**src/hw/rtl/atrs_pkg.sv**
```systemverilog
// atrs_pkg: shared widths, codes and types for the AoA tone rate selector.
// No dependencies; imported by every module of the block.
`default_nettype none

package atrs_pkg;

    localparam int ANG_W      = 13;  // angle, 0.01 deg, signed
    localparam int IAS_W      = 13;  // airspeed, 0.1 kt
    localparam int LIM_W      = 9;   // mute airspeed limit, whole knots
    localparam int RATE_W     = 12;  // pulse rate, 0.01 pps
    localparam int CFG_IDX_W  = 3;
    localparam int CFG_DATA_W = 13;
    localparam int PROD_W     = ANG_W + RATE_W;  // band offset times rate span
    localparam int QDEPTH     = 2;

    typedef enum logic [1:0] {
        TONE_NONE = 2'd0,
        TONE_LOW  = 2'd1,
        TONE_HIGH = 2'd2
    } t_tone;

    typedef enum logic [CFG_IDX_W-1:0] {
        CFG_STALL = 3'd0,
        CFG_SLOW  = 3'd1,
        CFG_FAST  = 3'd2,
        CFG_GLIDE = 3'd3,
        CFG_MUTE  = 3'd4
    } t_cfg_idx;

    typedef struct packed {
        logic signed [ANG_W-1:0] stall;
        logic signed [ANG_W-1:0] slow;
        logic signed [ANG_W-1:0] fast;
        logic signed [ANG_W-1:0] glide;
        logic [LIM_W-1:0]        mute;
    } t_cfg;

    // Classified request: rate = base +/- (num * dmag) / den
    typedef struct packed {
        t_tone             kind;
        logic [ANG_W-1:0]  num;
        logic [ANG_W-1:0]  den;
        logic [RATE_W-1:0] dmag;
        logic              dneg;
        logic [RATE_W-1:0] base;
    } t_job;

endpackage

`default_nettype wire

```
**src/hw/rtl/aoa_tone_rate_select_core.sv**
```systemverilog
// aoa_tone_rate_select_core: top level of the AoA tone rate selector.
// Depends on atrs_pkg, atrs_front, atrs_queue, atrs_back.
//
// Usage:
//  - Request channel: a request (angle sample, airspeed, mode flag) is taken
//    at a rising edge with start high and busy low. busy stays low in
//    operation, so one request per clock is sustained.
//  - Result channel: o_done is high for exactly one cycle with o_tone_kind
//    and o_pulse_rate valid. Results leave in request order, one per
//    request. The receiver cannot stall; none is needed since the back end
//    never stops.
//  - Pipeline: a request passes the front register, queue, multiply stage,
//    twelve divide stages and output register on its way to the result.
//    Throughput: 1 request per cycle, set by the fully pipelined divider
//    (one quotient bit per stage).
//  - Config: i_cfg_we writes register i_cfg_idx (0 stall, 1 slow edge,
//    2 fast edge, 3 best glide, 4 mute airspeed limit); other indexes are
//    dropped. Write only while no request is in flight.
//  - Reset (synchronous, active low): thresholds clear to zero, which reads
//    as uncalibrated (silent); all in-flight requests are dropped.
`default_nettype none

module aoa_tone_rate_select_core #(
    parameter int STALL_RATE    = 2000,
    parameter int HIGH_RATE_MIN = 150,
    parameter int HIGH_RATE_MAX = 620,
    parameter int LOW_RATE_MIN  = 150,
    parameter int LOW_RATE_MAX  = 820
) (
    input  wire                                i_clk,
    input  wire                                i_rst_n,
    input  wire                                start,
    output logic                               busy,
    input  wire [atrs_pkg::ANG_W-1:0]          i_angle_sample,
    input  wire [atrs_pkg::IAS_W-1:0]          i_airspeed,
    input  wire                                i_func,
    output logic                               o_done,
    output logic [1:0]                         o_tone_kind,
    output logic [atrs_pkg::RATE_W-1:0]        o_pulse_rate,
    input  wire                                i_cfg_we,
    input  wire [atrs_pkg::CFG_IDX_W-1:0]      i_cfg_idx,
    input  wire [atrs_pkg::CFG_DATA_W-1:0]     i_cfg_data
);
    import atrs_pkg::*;

    t_cfg r_cfg;
    logic take;
    logic f_vld;
    t_job f_job;
    logic q_full;
    logic q_vld;
    t_job q_job;

    // threshold register file
    always_ff @(posedge i_clk) begin
        if (!i_rst_n) begin
            r_cfg <= '0;
        end else if (i_cfg_we) begin
            unique case (t_cfg_idx'(i_cfg_idx))
                CFG_STALL: r_cfg.stall <= i_cfg_data[ANG_W-1:0];
                CFG_SLOW:  r_cfg.slow  <= i_cfg_data[ANG_W-1:0];
                CFG_FAST:  r_cfg.fast  <= i_cfg_data[ANG_W-1:0];
                CFG_GLIDE: r_cfg.glide <= i_cfg_data[ANG_W-1:0];
                CFG_MUTE:  r_cfg.mute  <= i_cfg_data[LIM_W-1:0];
                default: ;
            endcase
        end
    end

    // back end pops every cycle, so the queue only fills if that changes
    assign busy = q_full;
    assign take = start && !busy;

    atrs_front #(
        .STALL_RATE    (STALL_RATE),
        .HIGH_RATE_MIN (HIGH_RATE_MIN),
        .HIGH_RATE_MAX (HIGH_RATE_MAX),
        .LOW_RATE_MIN  (LOW_RATE_MIN),
        .LOW_RATE_MAX  (LOW_RATE_MAX)
    ) u_front (
        .i_clk          (i_clk),
        .i_rst_n        (i_rst_n),
        .i_take         (take),
        .i_angle_sample (i_angle_sample),
        .i_airspeed     (i_airspeed),
        .i_func         (i_func),
        .i_cfg          (r_cfg),
        .o_vld          (f_vld),
        .o_job          (f_job)
    );

    atrs_queue u_queue (
        .i_clk   (i_clk),
        .i_rst_n (i_rst_n),
        .i_push  (f_vld),
        .i_job   (f_job),
        .i_pop   (q_vld),
        .o_full  (q_full),
        .o_vld   (q_vld),
        .o_job   (q_job)
    );

    atrs_back u_back (
        .i_clk        (i_clk),
        .i_rst_n      (i_rst_n),
        .i_vld        (q_vld),
        .i_job        (q_job),
        .o_done       (o_done),
        .o_tone_kind  (o_tone_kind),
        .o_pulse_rate (o_pulse_rate)
    );

endmodule

`default_nettype wire

```
**src/hw/rtl/atrs_front.sv**
```systemverilog
// atrs_front: accepts a request, picks the tone band and sets up the rate math.
// Depends on atrs_pkg.
`default_nettype none

module atrs_front #(
    parameter int STALL_RATE    = 2000,
    parameter int HIGH_RATE_MIN = 150,
    parameter int HIGH_RATE_MAX = 620,
    parameter int LOW_RATE_MIN  = 150,
    parameter int LOW_RATE_MAX  = 820
) (
    input  wire                            i_clk,
    input  wire                            i_rst_n,
    input  wire                            i_take,
    input  wire [atrs_pkg::ANG_W-1:0]      i_angle_sample,
    input  wire [atrs_pkg::IAS_W-1:0]      i_airspeed,
    input  wire                            i_func,
    input  atrs_pkg::t_cfg                 i_cfg,
    output logic                           o_vld,
    output atrs_pkg::t_job                 o_job
);
    import atrs_pkg::*;

    localparam int HIGH_DIFF = HIGH_RATE_MAX - HIGH_RATE_MIN;
    localparam int LOW_DIFF  = LOW_RATE_MAX - LOW_RATE_MIN;
    localparam logic HIGH_NEG = (HIGH_DIFF < 0);
    localparam logic LOW_NEG  = (LOW_DIFF < 0);
    localparam logic [RATE_W-1:0] HIGH_MAG = RATE_W'(HIGH_NEG ? -HIGH_DIFF : HIGH_DIFF);
    localparam logic [RATE_W-1:0] LOW_MAG  = RATE_W'(LOW_NEG ? -LOW_DIFF : LOW_DIFF);

    // x - y where x >= y is known; fits ANG_W bits unsigned
    function automatic logic [ANG_W-1:0] adiff(input logic signed [ANG_W-1:0] x,
                                               input logic signed [ANG_W-1:0] y);
        logic [ANG_W:0] t;
        t = {x[ANG_W-1], x} - {y[ANG_W-1], y};
        return t[ANG_W-1:0];
    endfunction

    logic signed [ANG_W-1:0] a;
    logic [IAS_W-1:0]        lim10;
    t_job                    n_job;
    logic                    r_vld;
    t_job                    r_job;

    assign a     = $signed(i_angle_sample);
    assign lim10 = IAS_W'({i_cfg.mute, 3'b000}) + IAS_W'({i_cfg.mute, 1'b0});

    always_comb begin
        n_job      = '0;
        n_job.kind = TONE_NONE;
        n_job.den  = ANG_W'(1);
        if (i_cfg.stall[ANG_W-1] || (i_cfg.stall == '0)) begin
            // uncalibrated: silent
        end else if (i_func) begin
            if ((a >= i_cfg.stall) && (i_airspeed > lim10)) begin
                n_job.kind = TONE_HIGH;
                n_job.base = RATE_W'(STALL_RATE);
            end
        end else if (a >= i_cfg.stall) begin
            n_job.kind = TONE_HIGH;
            n_job.base = RATE_W'(STALL_RATE);
        end else if (a > i_cfg.slow) begin
            n_job.kind = TONE_HIGH;
            n_job.num  = adiff(a, i_cfg.slow);
            n_job.den  = adiff(i_cfg.stall, i_cfg.slow);
            n_job.dmag = HIGH_MAG;
            n_job.dneg = HIGH_NEG;
            n_job.base = RATE_W'(HIGH_RATE_MIN);
        end else if (a >= i_cfg.fast) begin
            n_job.kind = TONE_LOW;
        end else if ((a >= i_cfg.glide) && (i_cfg.glide < i_cfg.fast)) begin
            n_job.kind = TONE_LOW;
            n_job.num  = adiff(a, i_cfg.glide);
            n_job.den  = adiff(i_cfg.fast, i_cfg.glide);
            n_job.dmag = LOW_MAG;
            n_job.dneg = LOW_NEG;
            n_job.base = RATE_W'(LOW_RATE_MIN);
        end
    end

    always_ff @(posedge i_clk) begin
        if (!i_rst_n) begin
            r_vld <= 1'b0;
        end else begin
            r_vld <= i_take;
        end
    end

    always_ff @(posedge i_clk) begin
        if (i_take) begin
            r_job <= n_job;
        end
    end

    assign o_vld = r_vld;
    assign o_job = r_job;

endmodule

`default_nettype wire

```
**src/hw/rtl/atrs_queue.sv**
```systemverilog
// atrs_queue: short FIFO of classified requests between front and back.
// Depends on atrs_pkg.
`default_nettype none

module atrs_queue (
    input  wire             i_clk,
    input  wire             i_rst_n,
    input  wire             i_push,
    input  atrs_pkg::t_job  i_job,
    input  wire             i_pop,
    output logic            o_full,
    output logic            o_vld,
    output atrs_pkg::t_job  o_job
);
    import atrs_pkg::*;

    localparam int QAW = $clog2(QDEPTH);
    localparam int QCW = $clog2(QDEPTH + 1);

    t_job           r_mem [QDEPTH];
    logic [QAW-1:0] r_wr_ptr;
    logic [QAW-1:0] r_rd_ptr;
    logic [QCW-1:0] r_cnt;
    logic           do_push;
    logic           do_pop;

    assign o_full  = (r_cnt == QCW'(QDEPTH));
    assign o_vld   = (r_cnt != '0);
    assign do_pop  = i_pop && o_vld;
    assign do_push = i_push && (!o_full || do_pop);
    assign o_job   = r_mem[r_rd_ptr];

    always_ff @(posedge i_clk) begin
        if (!i_rst_n) begin
            r_wr_ptr <= '0;
            r_rd_ptr <= '0;
            r_cnt    <= '0;
        end else begin
            if (do_push) begin
                r_wr_ptr <= (r_wr_ptr == QAW'(QDEPTH - 1)) ? '0 : r_wr_ptr + 1'b1;
            end
            if (do_pop) begin
                r_rd_ptr <= (r_rd_ptr == QAW'(QDEPTH - 1)) ? '0 : r_rd_ptr + 1'b1;
            end
            if (do_push && !do_pop) begin
                r_cnt <= r_cnt + 1'b1;
            end else if (do_pop && !do_push) begin
                r_cnt <= r_cnt - 1'b1;
            end
        end
    end

    always_ff @(posedge i_clk) begin
        if (do_push) begin
            r_mem[r_wr_ptr] <= i_job;
        end
    end

endmodule

`default_nettype wire

```
**src/hw/rtl/atrs_back.sv**
```systemverilog
// atrs_back: multiply, pipelined restoring divide (one quotient bit per stage)
// and rate assembly. Depends on atrs_pkg.
`default_nettype none

module atrs_back (
    input  wire                            i_clk,
    input  wire                            i_rst_n,
    input  wire                            i_vld,
    input  atrs_pkg::t_job                 i_job,
    output logic                           o_done,
    output logic [1:0]                     o_tone_kind,
    output logic [atrs_pkg::RATE_W-1:0]    o_pulse_rate
);
    import atrs_pkg::*;

    // quotient < dmag <= 12 bits since num < den
    localparam int NST = RATE_W;

    logic [PROD_W-1:0] r_rem  [NST];
    logic [ANG_W-1:0]  r_den  [NST];
    logic [RATE_W-1:0] r_q    [NST+1];
    logic [RATE_W-1:0] r_base [NST+1];
    logic              r_neg  [NST+1];
    t_tone             r_kind [NST+1];
    logic              r_vld  [NST+1];

    logic [PROD_W-1:0] sh    [NST];
    logic              ge    [NST];
    logic [PROD_W-1:0] n_rem [NST];

    logic              r_done;
    t_tone             r_kind_o;
    logic [RATE_W-1:0] r_rate_o;
    logic [RATE_W-1:0] n_rate;

    always_comb begin
        for (int k = 0; k < NST; k++) begin
            sh[k]    = PROD_W'(r_den[k]) << (NST - 1 - k);
            ge[k]    = (r_rem[k] >= sh[k]);
            n_rem[k] = ge[k] ? (r_rem[k] - sh[k]) : r_rem[k];
        end
    end

    assign n_rate = r_neg[NST] ? (r_base[NST] - r_q[NST]) : (r_base[NST] + r_q[NST]);

    always_ff @(posedge i_clk) begin
        if (!i_rst_n) begin
            for (int k = 0; k <= NST; k++) begin
                r_vld[k] <= 1'b0;
            end
            r_done <= 1'b0;
        end else begin
            r_vld[0] <= i_vld;
            for (int k = 0; k < NST; k++) begin
                r_vld[k+1] <= r_vld[k];
            end
            r_done <= r_vld[NST];
        end
    end

    always_ff @(posedge i_clk) begin
        // stage 0: product of band offset and rate span
        r_rem[0]  <= PROD_W'(i_job.num) * PROD_W'(i_job.dmag);
        r_den[0]  <= i_job.den;
        r_q[0]    <= '0;
        r_base[0] <= i_job.base;
        r_neg[0]  <= i_job.dneg;
        r_kind[0] <= i_job.kind;
        for (int k = 0; k < NST; k++) begin
            if (k + 1 < NST) begin
                r_rem[k+1] <= n_rem[k];
                r_den[k+1] <= r_den[k];
            end
            r_q[k+1]    <= {r_q[k][RATE_W-2:0], ge[k]};
            r_base[k+1] <= r_base[k];
            r_neg[k+1]  <= r_neg[k];
            r_kind[k+1] <= r_kind[k];
        end
        r_kind_o <= r_kind[NST];
        r_rate_o <= n_rate;
    end

    assign o_done       = r_done;
    assign o_tone_kind  = r_kind_o;
    assign o_pulse_rate = r_rate_o;

endmodule

`default_nettype wire
```
**config.mk**
```make
export PLATFORM = sky130hd
export DESIGN_NAME = aoa_tone_rate_select_core
export DESIGN_NICKNAME = d
export VERILOG_FILES = /design/src/hw/rtl/atrs_pkg.sv /design/src/hw/rtl/aoa_tone_rate_select_core.sv /design/src/hw/rtl/atrs_front.sv /design/src/hw/rtl/atrs_queue.sv /design/src/hw/rtl/atrs_back.sv
export SDC_FILE = /design/constraint.sdc
export NUM_CORES = 2
export LEC_CHECK = 0
export ABC_AREA = 1
export BUFFER_PORTS_ARGS = -buffer_cell sky130_fd_sc_hd__buf_4
export CORE_MARGIN = 8
export CORE_UTILIZATION = 55
export DETAILED_ROUTE_END_ITERATION = 7
export GPL_TIMING_DRIVEN = 1
export PLACE_DENSITY = 0.72
export REMOVE_ABC_BUFFERS = 1
export SETUP_SLACK_MARGIN = 0.3
export SYNTH_ARGS = -nofsm -noshare
export SYNTH_HDL_FRONTEND = slang
export SYNTH_SLANG_ARGS = --single-unit
```
**constraint.sdc**
```tcl
create_clock -name i_clk -period 7.3 [get_ports i_clk]
set_input_delay 1.46 -clock i_clk [delete_from_list [all_inputs] [get_ports i_clk]]
set_output_delay 1.46 -clock i_clk [all_outputs]
set_load 0.01 [all_outputs]
```
======== After elaboration in Yosys (flattened, before gate mapping) ========
Memory sizes are Yosys's and may differ from the RTL's. A register that Yosys moved wholly into a read port is not among the register bits.
Cells that the tools add are included.
storage, ports and cells
  word-level logic and storage cells ...... 152
  flip-flop bits (word level) ............. 131
  bits of input ports ..................... 47
  bits in writable memories ............... 926
  output and inout bits ................... 16
  memories ................................ 8
operators by class
  reduce and logical (&&, ||, !) cells .... 23
  magnitude comparators ................... 18
  $mul .................................... 1
  equal/unequal tests ..................... 5
  add/sub/neg operators ................... 22
  multiplexer cells ....................... 45
  bitwise logic cells ..................... 13
memories
  memory         depth  bits a word  read ports  clocked after Yosys merged registers in  wr ports  RTL line          source
  u_back.r_rem   12     25           12          0                                        12        atrs_back.sv:19   logic [PROD_W-1:0] r_rem [NST];
  u_back.r_base  13     12           13          0                                        13        atrs_back.sv:22   logic [RATE_W-1:0] r_base [NST+1];
  u_back.r_den   12     13           12          0                                        12        atrs_back.sv:20   logic [ANG_W-1:0] r_den [NST];
  u_back.r_q     13     12           13          0                                        13        atrs_back.sv:21   logic [RATE_W-1:0] r_q [NST+1];
  u_queue.r_mem  2      53           1           1                                        1         atrs_queue.sv:20  t_job r_mem [QDEPTH];
  u_back.r_kind  13     2            13          1                                        13        atrs_back.sv:24   t_tone r_kind [NST+1];
  +2 memories    -      -            -           -                                        -         -
operators with widths
  operator                                                        count
  25-bit 2-to-1 mux                                               11
  53-bit 2-to-1 mux                                               1
  52-bit 2-to-1 mux                                               1
  13-bit subtractor                                               4
  51-bit 2-to-1 mux                                               1
  13-bit greater-or-equal comparator                              3
  12-bit 2-to-1 mux                                               3
  13-bit > comparator                                             2
  25-bit by 13-bit greater-or-equal comparator with 1-bit output  1
  25-bit by 14-bit greater-or-equal comparator with 1-bit output  1
  25-bit by 15-bit greater-or-equal comparator with 1-bit output  1
  25-bit by 16-bit greater-or-equal comparator with 1-bit output  1
  25-bit by 17-bit greater-or-equal comparator with 1-bit output  1
  25-bit by 18-bit greater-or-equal comparator with 1-bit output  1
  25-bit by 19-bit greater-or-equal comparator with 1-bit output  1
  25-bit by 20-bit greater-or-equal comparator with 1-bit output  1
  25-bit by 21-bit greater-or-equal comparator with 1-bit output  1
  25-bit by 22-bit greater-or-equal comparator with 1-bit output  1
  25-bit by 23-bit greater-or-equal comparator with 1-bit output  1
  25-bit by 24-bit greater-or-equal comparator with 1-bit output  1
  13-bit by 12-bit multiplier with 25-bit output                  1
  25-bit by 14-bit subtractor with 25-bit output                  1
  25-bit by 15-bit subtractor with 25-bit output                  1
  25-bit by 16-bit subtractor with 25-bit output                  1
  32 further kinds                                                85

======== Longest topological paths before layout ========
  word-level depth ........................ 8
  mapped depth ............................ 24
  gate-level depth less buffers ........... 23

======== Modules after synthesis ========
From an unflattened synthesis, not the netlist that was laid out.
second synthesis, totals
  cells, all modules ...................... 6115
  area total of the unflattened synthesis .. 48950.7 um^2
by module, submodules not included
  module                     sequential area each (um^2)  instances  cells an instance  area each (um^2)
  atrs_back                  15154.5                      1          4719               36127.1
  atrs_front                 1011.0                       1          830                5944.5
  atrs_queue                 3283.1                       1          204                4326.6
  aoa_tone_rate_select_core  1221.2                       1          362                2552.4

======== Worst setup path after synthesis ========
No wires, ideal clock.
  path type ............................... flip-flop to flip-flop
  start point ............................. register (tool-made name)
  end point ............................... memory u_back.r_rem[0][22] (netlist bit)
  stages on the path, launching flop included .. 22
  data required time ...................... 7.174 ns
  path slack .............................. 2.165 ns
  clock period less this slack ............ 5.135 ns
  buffers on the path ..................... 3
  arrival ................................. 5.009 ns
  cells stage by stage .................... dfxtp_1 > buf_2 > buf_2 > buf_2 > mux2i_1 > nor2_1 > inv_1 > fa_1 > fa_1 > inv_1 > fa_1 > fa_1 > inv_1 > fa_1 > inv_1 > ha_1 > nand2_1 > nor2_1 > nand2_1 > o21ai_0 > a21oi_1 > xor2_1
RTL lines
  element    RTL line
  to (decl)  atrs_back.sv:19

==> metrics.md <==
| Metric | Value |
|---|---|
| Outcome | completed |
| Post-route design area | 42800 sq um |
| Syn. warnings | 0 |
| CP Class | flip-flop to flip-flop |
| CTS tree | done |
| Crit-path max FO | 37 |
| Fin. Hold Viols | 0 |
| Register bit count reported by yosys | 784 |
| Mean post-synth cell area | 8.46 sq um |
| Die area | 79200 sq um |
| Final min period | 6020 ps |
| Area growth syn-to-layout | 10.4% |
| Hold path depth | 0 |
| Final nets | 5136 |
| Compound-Gate Fraction of Synth Area | 11.0% |
| TritonCTS Buffers | 81 |
| CP required | 7790 ps |
| Number of setup violations in the final report | 0 |
| Clk_lat worst skew | 640 ps |
| Reg-to-reg setup timing slack | 1280 ps |
| DP Wirelength | 73400 um |
| Post-CTS Hold Fix Bufs | 0 |
| GRT Overall Usage | 23.4% |
| CTS H-tree lvls | 3 |
| Number of global-route vias before repair | 29793 |
| Root Buffer | clkbuf_16 |
| Synth unique cells | 54 |
| DIE HEIGHT | 281 um |
| Total gr overflow | 0 |
| Setup bufs post-CTS | 0 |
| Antenna Nets Post-Route | 0 |
| Total Wirelength | 92000 um |
| Slew Viols, Final | 0 |
| Initial antenna violation count | 0 |
| Fin crit share | 82.5% |
| Clock Skews | 29.3 ps |
| Post-cts sizing count | 0 |
| Cells after Synth | 4579 |
| # rows | 97 |
| DR vias/cell | 5.21 |
| Crit path cell chain | o21ai_0, nor2_1, xor2_1, ha_1, a21oi_1, fa_1, inv_1, fa_1, fa_1, inv_1, fa_1, inv_1, ha_1, a21oi_1, o21ai_0, a21oi_1, o21ai_0, a21oi_1, o21ai_0 |
| Global placement routability congestion | 0.968 |
| Mapped Area | 38700 sq um |
| Sequential fraction of the synthesis area | 43.2% |
| Ant diodes | 0 |
| Class of the worst hold path | flip-flop to flip-flop |
| Hold EP | u_back.r_q[1][25] |
| Post-Synth Simple-Gate Area | 17.9% |
| Synth Area in Adders | 15.0% |
| Placed inst area | 40100 sq um |
| Ratio of cells with drive above 1 in the final layout | 7.14% |
| Top Ports | 63 |
| Worst Setup End Kind | flip-flop |
| Crit path DAT | 6510 ps |
| Placed Cells | 5528 |
| Filler Cells Inserted | 6262 |
| Setup TNS | 0 ps |
| Largest family of logic cells by synthesized area | simple AND/OR/NAND/NOR gates |
| Reg2reg end | u_back.r_rem[0][24] |
| RSZ-0062 raised after global routing | no |
| Core Box Area | 69900 sq um |
| Maxcap violations | 0 |
| Fin util | 61.2% |
| Multiplexer share of the synthesized area | 0.859% |
| Post-DR wirelength/cell | 16.2 um |
| Largest net degree at the start of global routing | 78 |
| # port buffers | 62 |
| F_max | 166 MHz |
| HP Start | u_back.r_q[1][12] |
| Post-Synth XOR/XNOR Area | 4.66% |
| First-pass iteration count of the detailed router | 8 |
| Fin cells | 5677 |
| Chip width | 281 um |
| CTS sink count | 784 |
| Total via count in the routed design | 29600 |
| Path depth of the worst reg2reg path | 19 |
| Clock-pin transition on the worst setup and hold timing paths | 60 ps |
| Worst Tran Pin Value | 1150 ps |
| Drt drc | 0 |
| Slowest CP cell | dfxtp_2 |
| CP Launch Type | flip-flop |
| Initial Util | 55.4% |
| First-pass GRT wire length | 150000 um |
| CP max stage delay | 950 ps |
| Clk buf depth | 3 |
| Starting DRC count in detailed routing | 1642 |
| Slew HR | 23.2% |
flip-flops by register name, summed over array words and instances, names as in the netlist, named ones only:
| signal | flops |
|---|---|
| r_cfg | 61 |
| u_front.o_vld | 1 |
| u_back.o_done | 1 |
| u_back.r_vld | 13 |
| u_queue.r_cnt | 2 |
| u_front.o_job | 34 |
| u_back.o_pulse_rate | 12 |
| u_back.r_base | 39 |
| u_back.r_rem | 288 |
| u_back.r_den | 156 |
| u_back.r_q | 78 |
| u_queue.r_wr_ptr | 1 |
| u_back.r_kind | 26 |
| u_back.o_tone_kind | 2 |
| u_queue.r_mem | 68 |
| u_queue.r_rd_ptr | 1 |
worst max-delay path: cells and delay by family, from the launching register on:
family                   cells  cell delay (ps)
buffers and inverters        3              190
adder cells (fa/ha/maj)      6             2500
XOR/XNOR                     1              130
AO/OA/AOI/OAI                8             1640
AND/OR/NAND/NOR              1              450
flip-flops                   1              950
metrics by stage:
stage	setup slack, ps	hold slack [ps]
final	1280	314
after global routing	790	323
after CTS	1260	319
after detailed placement	1270	312
after global placement	1350	310
after floorplan	1190	310
cells in the mapped netlist (all sizes together):
cell	number	area share [%]
a31o	2	0.045
inv	673	6.5
a211oi	7	0.14
nand3	186	2.6
o21ai	332	4.3
and3	3	0.048
a21boi	10	0.20
o2111ai	4	0.090
xnor2	93	2.1
ha	342	11
o21bai	11	0.22
mux2	18	0.52
o41ai	1	0.023
o21a	8	0.16
o211ai	8	0.16
buf	41	0.67
nand2	872	8.5
o31ai	1	0.032
nand3b	15	0.29
a221oi	3	0.068
nor2b	1	0.016
or2	37	0.60
dfxtp	682	35
nor2	357	3.5
and2	3	0.048
xor2	113	2.6
nand4	72	1.2
nor3	55	0.74
nor4	18	0.29
fa	76	3.9
a31oi	17	0.27
a21o	30	0.58
a41oi	1	0.023
a21oi	350	4.7
edfxtp	102	7.9
clkbuf	22	0.21
mux2i	13	0.34
cells in the final DEF, fill, tap and decap left out, drive strengths merged, types with 25 or more instances in the layout:
cell type	count
fa	76
clkinv	25
nand2	872
or2	37
edfxtp	102
nand3	186
nor2	357
a21o	30
buf	72
ha	342
a21oi	350
nand4	72
xor2	113
o21ai	332
dfxtp	682
inv	678
clkbuf	111
nor3	55
xnor2	93
cells by family (layout without fill, tap and decap cells):
family	count (synthesis)	count (layout)
and+or+nand+nor	1619	1619
adders and majority gates	418	418
AOI/OAI and AO/OA	785	785
buffers and inverters	736	894
muxes	31	31
DFF	784	784
xor gates and xnor gates	206	206
area by class of cell:
type                    count  area (sq um)  share of cell area, %
inverters                 673          2530                   5.91
repair buffers             72           541                   1.26
multi-input cells        3059         19100                   44.8
flip-flops and latches    784         16700                   39.1
clock inverters            38           338                  0.790
clock buffers             111          2320                   5.43
well taps                 940          1180                   2.75
layer usage:
layer	share of wire [%]	global-route usage (%)
met1	41	26.6
met2	51	43.6
met3	4.1	3.28
met4	4.3	9.81
met5	0	0
how the worst max path moves through the flow:
stage | from | depth (start not counted) | slack, ps | end
2_1_floorplan | flip-flop | 20 | 1190 | u_back.r_rem[0][23]
3_3_place_gp | flip-flop | 20 | 1350 | u_back.r_rem[0][23]
3_5_place_dp | flip-flop | 20 | 1270 | u_back.r_rem[0][23]
4_1_cts | flip-flop | 19 | 1260 | u_back.r_rem[0][24]
5_1_grt | flip-flop | 19 | 790 | u_back.r_rem[0][21]
6_report | flip-flop | 19 | 1280 | u_back.r_rem[0][24]
Power is not shown: default switching activity piles up to over one toggle a cycle in this logic, so the estimate is an artifact.
